$ cat src/hdl/odenc_pkg.sv
// Shared types and constants for the octahedral direction encoder.
// No dependencies; used by the interfaces, the divide stage and the top level.
`default_nettype none

package odenc_pkg;

    // Input component width (two's complement)
    localparam int COMPONENT_BITS = 16;

    // Magnitude of a component: holds 2^(COMPONENT_BITS-1) exactly
    localparam int MAG_W = COMPONENT_BITS;
    // L1 norm and the divider's partial remainder
    localparam int L1_W = COMPONENT_BITS + 2;

    // Output coordinate width, signed Q1.15
    localparam int OUT_W = 16;
    // Quotient magnitude 0..2^(OUT_W-1)
    localparam int Q_W = OUT_W;
    // Folded magnitude, one bit more so that 1.0 minus a quotient fits
    localparam int QM_W = Q_W + 1;

    // Divider split: quotient bits resolved in each pipeline stage
    localparam int BITS_PER_STAGE = 4;
    localparam int DIV_STAGES = Q_W / BITS_PER_STAGE;

    // Divider state that travels down the pipeline
    typedef struct packed {
        logic [L1_W-1:0] l1;
        logic [L1_W-1:0] rem_x;
        logic [L1_W-1:0] rem_y;
        logic [Q_W-1:0]  q_x;
        logic [Q_W-1:0]  q_y;
        logic            bit_x;   // dividend bit still to shift in
        logic            bit_y;
        logic            neg_x;
        logic            neg_y;
        logic            neg_z;
        logic            zero;
    } div_t;

endpackage

`default_nettype wire

$ cat src/hdl/odenc_if.sv
// Valid/ready channels of the octahedral direction encoder.
// Depends on odenc_pkg for the component and output widths.
`default_nettype none

interface odenc_dir_if;
    logic                                        valid;
    logic                                        ready;
    logic signed [odenc_pkg::COMPONENT_BITS-1:0] dir_x;
    logic signed [odenc_pkg::COMPONENT_BITS-1:0] dir_y;
    logic signed [odenc_pkg::COMPONENT_BITS-1:0] dir_z;

    modport source (output valid, dir_x, dir_y, dir_z, input ready);
    modport sink   (input valid, dir_x, dir_y, dir_z, output ready);
endinterface

interface odenc_oct_if;
    logic                               valid;
    logic                               ready;
    logic signed [odenc_pkg::OUT_W-1:0] oct_u;
    logic signed [odenc_pkg::OUT_W-1:0] oct_v;
    logic                               zero_vector;

    modport source (output valid, oct_u, oct_v, zero_vector, input ready);
    modport sink   (input valid, oct_u, oct_v, zero_vector, output ready);
endinterface

`default_nettype wire

$ cat src/hdl/odenc_div_stage.sv
// One registered stage of the restoring divider: resolves a few quotient
// bits of both x and y quotients. Depends on odenc_pkg.
`default_nettype none

module odenc_div_stage (
    input  wire logic             clk,
    input  wire logic             rst_n,
    input  wire odenc_pkg::div_t  up,
    input  wire logic             up_valid,
    output logic                  up_ready,
    output odenc_pkg::div_t       dn,
    output logic                  dn_valid,
    input  wire logic             dn_ready
);

    odenc_pkg::div_t work;
    odenc_pkg::div_t data_reg;
    logic            valid_reg;

    // Shift-compare-subtract steps, one quotient bit each
    always_comb
    begin : div_steps
        logic [odenc_pkg::L1_W-1:0] trial_x;
        logic [odenc_pkg::L1_W-1:0] trial_y;
        work = up;
        for (int i = 0; i < odenc_pkg::BITS_PER_STAGE; i++)
        begin
            trial_x = {work.rem_x[odenc_pkg::L1_W-2:0], work.bit_x};
            trial_y = {work.rem_y[odenc_pkg::L1_W-2:0], work.bit_y};
            if (trial_x >= work.l1)
            begin
                work.rem_x = trial_x - work.l1;
                work.q_x   = {work.q_x[odenc_pkg::Q_W-2:0], 1'b1};
            end
            else
            begin
                work.rem_x = trial_x;
                work.q_x   = {work.q_x[odenc_pkg::Q_W-2:0], 1'b0};
            end
            if (trial_y >= work.l1)
            begin
                work.rem_y = trial_y - work.l1;
                work.q_y   = {work.q_y[odenc_pkg::Q_W-2:0], 1'b1};
            end
            else
            begin
                work.rem_y = trial_y;
                work.q_y   = {work.q_y[odenc_pkg::Q_W-2:0], 1'b0};
            end
            // only the first step brings in a nonzero dividend bit
            work.bit_x = 1'b0;
            work.bit_y = 1'b0;
        end
    end

    // Stage advances when empty or when the next stage takes its item
    assign up_ready = !valid_reg || dn_ready;

    always_ff @(posedge clk or negedge rst_n)
    begin
        if (!rst_n)
        begin
            valid_reg <= 1'b0;
        end
        else if (up_ready)
        begin
            valid_reg <= up_valid;
        end
    end

    always_ff @(posedge clk)
    begin
        if (up_valid && up_ready)
        begin
            data_reg <= work;
        end
    end

    assign dn       = data_reg;
    assign dn_valid = valid_reg;

endmodule

`default_nettype wire

$ cat src/hdl/octahedral_direction_encode_core.sv
// Octahedral direction encoder top level: magnitude/L1 stage, pipelined
// divider stages and fold/saturate output stage. Depends on odenc_pkg,
// odenc_if and odenc_div_stage.
//
//  channel | modport | payload                        | transfer
//  --------+---------+--------------------------------+------------------
//  dir     | sink    | dir_x, dir_y, dir_z (signed)   | valid && ready
//  oct     | source  | oct_u, oct_v (Q1.15), zero_vec | valid && ready
//
// An item passes from input transfer to output valid through six
// register stages: one for magnitudes and the L1 norm (loaded at the input
// transfer), four divider stages of four quotient bits each, and one
// fold/saturate stage that is also the output register.
// One item per cycle is sustained while oct.ready is high; the ready chain stalls only full stages.
// rst_n clears all valid bits asynchronously; payload registers keep data.
`default_nettype none

module octahedral_direction_encode_core (
    input  wire logic      clk,
    input  wire logic      rst_n,
    odenc_dir_if.sink      dir,
    odenc_oct_if.source    oct
);

    localparam logic [odenc_pkg::QM_W-1:0] Q_ONE = {1'b1, {(odenc_pkg::QM_W-1){1'b0}}} >> 1;
    localparam logic [odenc_pkg::OUT_W-1:0] Q_MAX = {1'b0, {(odenc_pkg::OUT_W-1){1'b1}}};

    // Give a magnitude a sign; positive 1.0 saturates to the largest code
    function automatic logic [odenc_pkg::OUT_W-1:0] signed_q15(
        input logic [odenc_pkg::QM_W-1:0] m,
        input logic                       neg
    );
        logic [odenc_pkg::QM_W-1:0] n;
        n = '0 - m;
        if (neg)
            return n[odenc_pkg::OUT_W-1:0];
        else if (m > {1'b0, Q_MAX})
            return Q_MAX;
        else
            return m[odenc_pkg::OUT_W-1:0];
    endfunction

    odenc_pkg::div_t                   stg       [odenc_pkg::DIV_STAGES+1];
    logic [odenc_pkg::DIV_STAGES:0]    stg_valid;
    logic [odenc_pkg::DIV_STAGES:0]    stg_ready;

    odenc_pkg::div_t                   s0_next;
    odenc_pkg::div_t                   s0_reg;
    logic                              s0_valid_reg;

    logic [odenc_pkg::MAG_W-1:0]       mag_x;
    logic [odenc_pkg::MAG_W-1:0]       mag_y;
    logic [odenc_pkg::MAG_W-1:0]       mag_z;

    logic [odenc_pkg::QM_W-1:0]        m_u;
    logic [odenc_pkg::QM_W-1:0]        m_v;
    logic [odenc_pkg::OUT_W-1:0]       u_next;
    logic [odenc_pkg::OUT_W-1:0]       v_next;
    logic [odenc_pkg::OUT_W-1:0]       u_reg;
    logic [odenc_pkg::OUT_W-1:0]       v_reg;
    logic                              zero_reg;
    logic                              out_valid_reg;

    // Stage 0: magnitudes, signs, L1 norm, divider seed
    always_comb
    begin
        mag_x = dir.dir_x[odenc_pkg::COMPONENT_BITS-1] ? (~dir.dir_x + 1'b1) : dir.dir_x;
        mag_y = dir.dir_y[odenc_pkg::COMPONENT_BITS-1] ? (~dir.dir_y + 1'b1) : dir.dir_y;
        mag_z = dir.dir_z[odenc_pkg::COMPONENT_BITS-1] ? (~dir.dir_z + 1'b1) : dir.dir_z;
        s0_next.l1    = odenc_pkg::L1_W'(mag_x) + odenc_pkg::L1_W'(mag_y)
                      + odenc_pkg::L1_W'(mag_z);
        // dividend is mag << 15; its upper bits seed the remainder
        s0_next.rem_x = odenc_pkg::L1_W'(mag_x[odenc_pkg::MAG_W-1:1]);
        s0_next.rem_y = odenc_pkg::L1_W'(mag_y[odenc_pkg::MAG_W-1:1]);
        s0_next.bit_x = mag_x[0];
        s0_next.bit_y = mag_y[0];
        s0_next.q_x   = '0;
        s0_next.q_y   = '0;
        s0_next.neg_x = dir.dir_x[odenc_pkg::COMPONENT_BITS-1];
        s0_next.neg_y = dir.dir_y[odenc_pkg::COMPONENT_BITS-1];
        s0_next.neg_z = dir.dir_z[odenc_pkg::COMPONENT_BITS-1];
        s0_next.zero  = (dir.dir_x == '0) && (dir.dir_y == '0) && (dir.dir_z == '0);
    end

    assign dir.ready = !s0_valid_reg || stg_ready[0];

    always_ff @(posedge clk or negedge rst_n)
    begin
        if (!rst_n)
        begin
            s0_valid_reg <= 1'b0;
        end
        else if (dir.ready)
        begin
            s0_valid_reg <= dir.valid;
        end
    end

    always_ff @(posedge clk)
    begin
        if (dir.valid && dir.ready)
        begin
            s0_reg <= s0_next;
        end
    end

    assign stg[0]       = s0_reg;
    assign stg_valid[0] = s0_valid_reg;

    // Divider stages
    for (genvar k = 0; k < odenc_pkg::DIV_STAGES; k++)
    begin : g_div
        odenc_div_stage u_stage (
            .clk      (clk),
            .rst_n    (rst_n),
            .up       (stg[k]),
            .up_valid (stg_valid[k]),
            .up_ready (stg_ready[k]),
            .dn       (stg[k+1]),
            .dn_valid (stg_valid[k+1]),
            .dn_ready (stg_ready[k+1])
        );
    end

    // Output stage: hemisphere fold, sign, saturate
    always_comb
    begin
        if (stg[odenc_pkg::DIV_STAGES].neg_z)
        begin
            m_u = Q_ONE - {1'b0, stg[odenc_pkg::DIV_STAGES].q_y};
            m_v = Q_ONE - {1'b0, stg[odenc_pkg::DIV_STAGES].q_x};
        end
        else
        begin
            m_u = {1'b0, stg[odenc_pkg::DIV_STAGES].q_x};
            m_v = {1'b0, stg[odenc_pkg::DIV_STAGES].q_y};
        end
        if (stg[odenc_pkg::DIV_STAGES].zero)
        begin
            u_next = '0;
            v_next = '0;
        end
        else
        begin
            u_next = signed_q15(m_u, stg[odenc_pkg::DIV_STAGES].neg_x);
            v_next = signed_q15(m_v, stg[odenc_pkg::DIV_STAGES].neg_y);
        end
    end

    assign stg_ready[odenc_pkg::DIV_STAGES] = !out_valid_reg || oct.ready;

    always_ff @(posedge clk or negedge rst_n)
    begin
        if (!rst_n)
        begin
            out_valid_reg <= 1'b0;
        end
        else if (stg_ready[odenc_pkg::DIV_STAGES])
        begin
            out_valid_reg <= stg_valid[odenc_pkg::DIV_STAGES];
        end
    end

    always_ff @(posedge clk)
    begin
        if (stg_valid[odenc_pkg::DIV_STAGES] && stg_ready[odenc_pkg::DIV_STAGES])
        begin
            u_reg    <= u_next;
            v_reg    <= v_next;
            zero_reg <= stg[odenc_pkg::DIV_STAGES].zero;
        end
    end

    assign oct.valid       = out_valid_reg;
    assign oct.oct_u       = u_reg;
    assign oct.oct_v       = v_reg;
    assign oct.zero_vector = zero_reg;

    // Checks
    a_zero_out: assert property (@(posedge clk) disable iff (!rst_n)
        oct.valid && oct.zero_vector |-> (oct.oct_u == '0) && (oct.oct_v == '0))
        else $error("zero vector result carries nonzero coordinates");

    a_stall_full: assert property (@(posedge clk) disable iff (!rst_n)
        !dir.ready |-> (&stg_valid) && out_valid_reg)
        else $error("input stalled while the pipeline has a bubble");

    a_quot_range: assert property (@(posedge clk) disable iff (!rst_n)
        stg_valid[odenc_pkg::DIV_STAGES] && !stg[odenc_pkg::DIV_STAGES].zero
        |-> ({1'b0, stg[odenc_pkg::DIV_STAGES].q_x} <= Q_ONE)
            && ({1'b0, stg[odenc_pkg::DIV_STAGES].q_y} <= Q_ONE))
        else $error("quotient above 1.0");

    a_out_load: assert property (@(posedge clk) disable iff (!rst_n)
        stg_valid[odenc_pkg::DIV_STAGES] && stg_ready[odenc_pkg::DIV_STAGES]
        |=> out_valid_reg)
        else $error("last divider stage handed off an item that was lost");

endmodule

`default_nettype wire
$ cat src/flat_wrapper.sv
// flat-port wrapper written by rule: the top's interface ports become plain ports
module octahedral_direction_encode_core_flat 
  (clk, rst_n, dir_valid, dir_dir_x, dir_dir_y, dir_dir_z, dir_ready, oct_valid, oct_oct_u, oct_oct_v, oct_zero_vector, oct_ready);
  odenc_dir_if dir_i ();
  odenc_oct_if oct_i ();
  input  wire logic clk;
  input  wire logic rst_n;
  input wire logic [$bits(dir_i.valid)-1:0] dir_valid;
  input wire logic [$bits(dir_i.dir_x)-1:0] dir_dir_x;
  input wire logic [$bits(dir_i.dir_y)-1:0] dir_dir_y;
  input wire logic [$bits(dir_i.dir_z)-1:0] dir_dir_z;
  output wire logic [$bits(dir_i.ready)-1:0] dir_ready;
  output wire logic [$bits(oct_i.valid)-1:0] oct_valid;
  output wire logic [$bits(oct_i.oct_u)-1:0] oct_oct_u;
  output wire logic [$bits(oct_i.oct_v)-1:0] oct_oct_v;
  output wire logic [$bits(oct_i.zero_vector)-1:0] oct_zero_vector;
  input wire logic [$bits(oct_i.ready)-1:0] oct_ready;
  assign dir_i.valid = dir_valid;
  assign dir_i.dir_x = dir_dir_x;
  assign dir_i.dir_y = dir_dir_y;
  assign dir_i.dir_z = dir_dir_z;
  assign dir_ready = dir_i.ready;
  assign oct_valid = oct_i.valid;
  assign oct_oct_u = oct_i.oct_u;
  assign oct_oct_v = oct_i.oct_v;
  assign oct_zero_vector = oct_i.zero_vector;
  assign oct_i.ready = oct_ready;
  octahedral_direction_encode_core u_core (.clk(clk), .rst_n(rst_n), .dir(dir_i), .oct(oct_i));
endmodule
$ cat config.mk
export PLATFORM = sky130hd
export DESIGN_NAME = octahedral_direction_encode_core_flat
export DESIGN_NICKNAME = d
export VERILOG_FILES = /design/src/hdl/odenc_pkg.sv /design/src/hdl/odenc_if.sv /design/src/hdl/odenc_div_stage.sv /design/src/hdl/octahedral_direction_encode_core.sv /design/src/flat_wrapper.sv
export SDC_FILE = /design/constraint.sdc
export NUM_CORES = 2
export LEC_CHECK = 0
export BUFFER_PORTS_ARGS = -buffer_cell sky130_fd_sc_hd__buf_4
export CAP_MARGIN = 20
export CORE_AREA = 2 2 286 288
export DETAILED_ROUTE_END_ITERATION = 10
export DIE_AREA = 0 0 288 290
export PLACE_DENSITY = 0.71
export SLEW_MARGIN = 20
export SYNTH_ARGS = -nofsm -noshare
export SYNTH_HDL_FRONTEND = slang
export SYNTH_SLANG_ARGS = --single-unit
export TNS_END_PERCENT = 30
$ cat constraint.sdc
create_clock -name clk -period 13 [get_ports clk]
set_clock_uncertainty 0.1 [all_clocks]
set_input_delay 0.65 -clock clk [delete_from_list [all_inputs] [get_ports clk]]
set_output_delay 0.65 -clock clk [all_outputs]
set_load 0.02 [all_outputs]
==> metrics.yaml <==
status: "finished clean"
final_cell_area_sq_mm: 0.0474
final_common_cell: "ha_1"
cts-root-buf: "clkbuf_16"
fin_tns_setup_ns: 0
numCtsBuffers: 42
dpl.cell_count: 6077
crit_slowest_cell: "a211oi_1"
crit_type: "register to register"
grt_max_degree: 81
yosysSeqAreaShare_pct: 23.5
drcViolationCount: 0
max_cap_violations: 0
cp-end-kind: "register"
synth.yosys.warnings: 0
final_cells: 6157
timing.slew.headroom_pct: 29.4
yosysTopAreaCell: "edfxtp_1"
portBuffers: 86
yosysUniqueCellTypes: 96
setup_viol: 0
cts_setup_buffers: 0
synth-edff-count: 339
worst_slack_ns: 0.969
synth.top_cell.area_share_pct: 23.2
die_w_um: 288
startpoint_type: "register"
postRouteWirelength_um: 123000
grt_use_total_pct: 28.6
place_ws_ns: 0.927
worst_pin_slew_ns: 1.06
crit_path_max_fanout: 18
drive_gt1_share_pct: 12.2
gr-total-overflow: 0
synth_ff_type: "edfxtp_1"
cts_tree: "done"
dpl_cell_area_sq_mm: 0.0459
crit_required_ns: 13.23
place_congestion: 0.966
rsz0062_at_grt: "false"
antenna_left: 0
ys_async_sr_fraction_pct: 1.74
dp_hpwl_um: 97000
arrival_ns: 12.26
num_vias: 38300
drtIter0Drc: 2610
ys_seq_elements: 345
grt_antenna_before_repair: 1
die_h_um: 290
core.rowCount: 104
synth_area_per_cell_sq_um: 8.82
largest_reg_flops: 252
clk_pin_slew_ns: 0.06
dr.pass1.iters: 6
syn_nets: 5628
critPathMaxStageDelay_ns: 0.60
fin_crit_ns: 12.03
htree_levels: 2
fmax_ghz: 0.0831
first_global_vias: 36200
core_area_sq_mm: 0.0802
routed_via_density: 6.22
fp.dieArea_sq_mm: 0.0835
area_growth_syn_to_layout_pct: 8.06
synth_area_leaders: "edfxtp_1, ha_1, mux2_2"
final_hold_viol_count: 0
wl_per_cell_um: 19.9
netlist_instances: 4975
fillers: 7202
mostFrequentLayoutCells: "ha_1, nor2_1, a21oi_1, edfxtp_1, xnor2_1"
grt_first_pass_wirelength_um: 193000
initial_core_util_pct: 54.7
min_path_type: "input port to register"
drv_slew: 0
clock_path_buffers: 3
synth_area_sq_mm: 0.0439
fin_nets: 5716
clock_latency_ns: 0.61
clock-sinks: 345
pin_count: 87
cp_common_cell: "a211oi_1"
fin_crit_sh_pct: 92.5
[cells in the mapped netlist (all sizes together), types with 78 or more instances]
| cell type | instances |
|---|---|
| nand3 | 92 |
| o31ai | 78 |
| nor2 | 389 |
| edfxtp | 339 |
| a21oi | 371 |
| mux2 | 289 |
| o21a | 95 |
| inv | 258 |
| nor2b | 82 |
| xnor2 | 336 |
| nor3 | 128 |
| xor2 | 149 |
| a21o | 164 |
| nand2 | 291 |
| ha | 589 |
| o21ai | 263 |
[critical path, delay by kind of cell (launching register included)]
family          cells  cell delay (ns)
mux                 4             1.48
fa+ha+maj           4             1.28
flops               1             0.48
compound gates     19             5.65
buf+inv             6             1.80
simple gates        5             0.99
[per-layer routing]
metal  track usage (%)  share of wire [%]
met5                 0             0.0073
met1              36.9                 43
met3              3.36                5.3
met4              12.3                4.7
met2              48.3                 47
[per-stage QoR]
step           hold slack [ns]  utilization, %
6_report                 0.154            59.1
5_1_grt                  0.155            59.1
4_1_cts                  0.133            59.1
3_5_place_dp             0.305            57.3
3_3_place_gp             0.301            57.3
2_1_floorplan            0.254               -
[final timing paths]
path,cells after the start,slack (ns),to,from
setup / recovery,38,0.97,u_core.g_div[2].u_stage.dn[59]$_DFFE_PP_,u_core.g_div[1].u_stage.dn[75]$_DFFE_PP_
hold / removal,2,0.15,u_core.s0_valid_reg$_DFFE_PN0N_,dir_valid
setup reg to reg,38,0.97,u_core.g_div[2].u_stage.dn[59]$_DFFE_PP_,u_core.g_div[1].u_stage.dn[75]$_DFFE_PP_
hold reg to reg,0,0.31,u_core.g_div[0].u_stage.dn[3]$_DFFE_PP_,u_core.s0_reg[3]$_DFFE_PP_
max in group asynchronous,2,12.39,u_core.s0_valid_reg$_DFFE_PN0N_,rst_n
min in group asynchronous,2,0.28,u_core.g_div[3].u_stage.dn_valid$_DFFE_PN0P_,rst_n
[cell type report]
| class | instances | area [sq um] | area share (%) |
|---|---|---|---|
| antenna | 1 | 2.50 | 0.00528 |
| clock buffer | 44 | 1060 | 2.23 |
| clock inverter | 33 | 369 | 0.779 |
| inverter | 263 | 990 | 2.09 |
| multi-input combinational | 4260 | 32200 | 67.8 |
| sequential | 345 | 10300 | 21.8 |
| tap | 1060 | 1330 | 2.80 |
| timing repair buffer | 151 | 1160 | 2.45 |
[cell families after synthesis]
family	after synthesis	synth area share [%]
simple gates	1406	15.9
mux	348	8.77
compound gates	1420	21.4
xor+xnor	485	9.68
fa+ha+maj	601	17.3
buf+inv	370	3.30
flops	345	23.5
[timing repair]
item / 4_1_cts / 5_1_grt
endpoints found under the setup margin: 0 / 11
hold buffers: 1 / 0
resized for setup: 0 / 2
hold endpoints to repair: 6 / 0
Power is left out: the tool's default activity adds up to more than one toggle a clock period on the data nets, which glitch-free logic cannot reach.
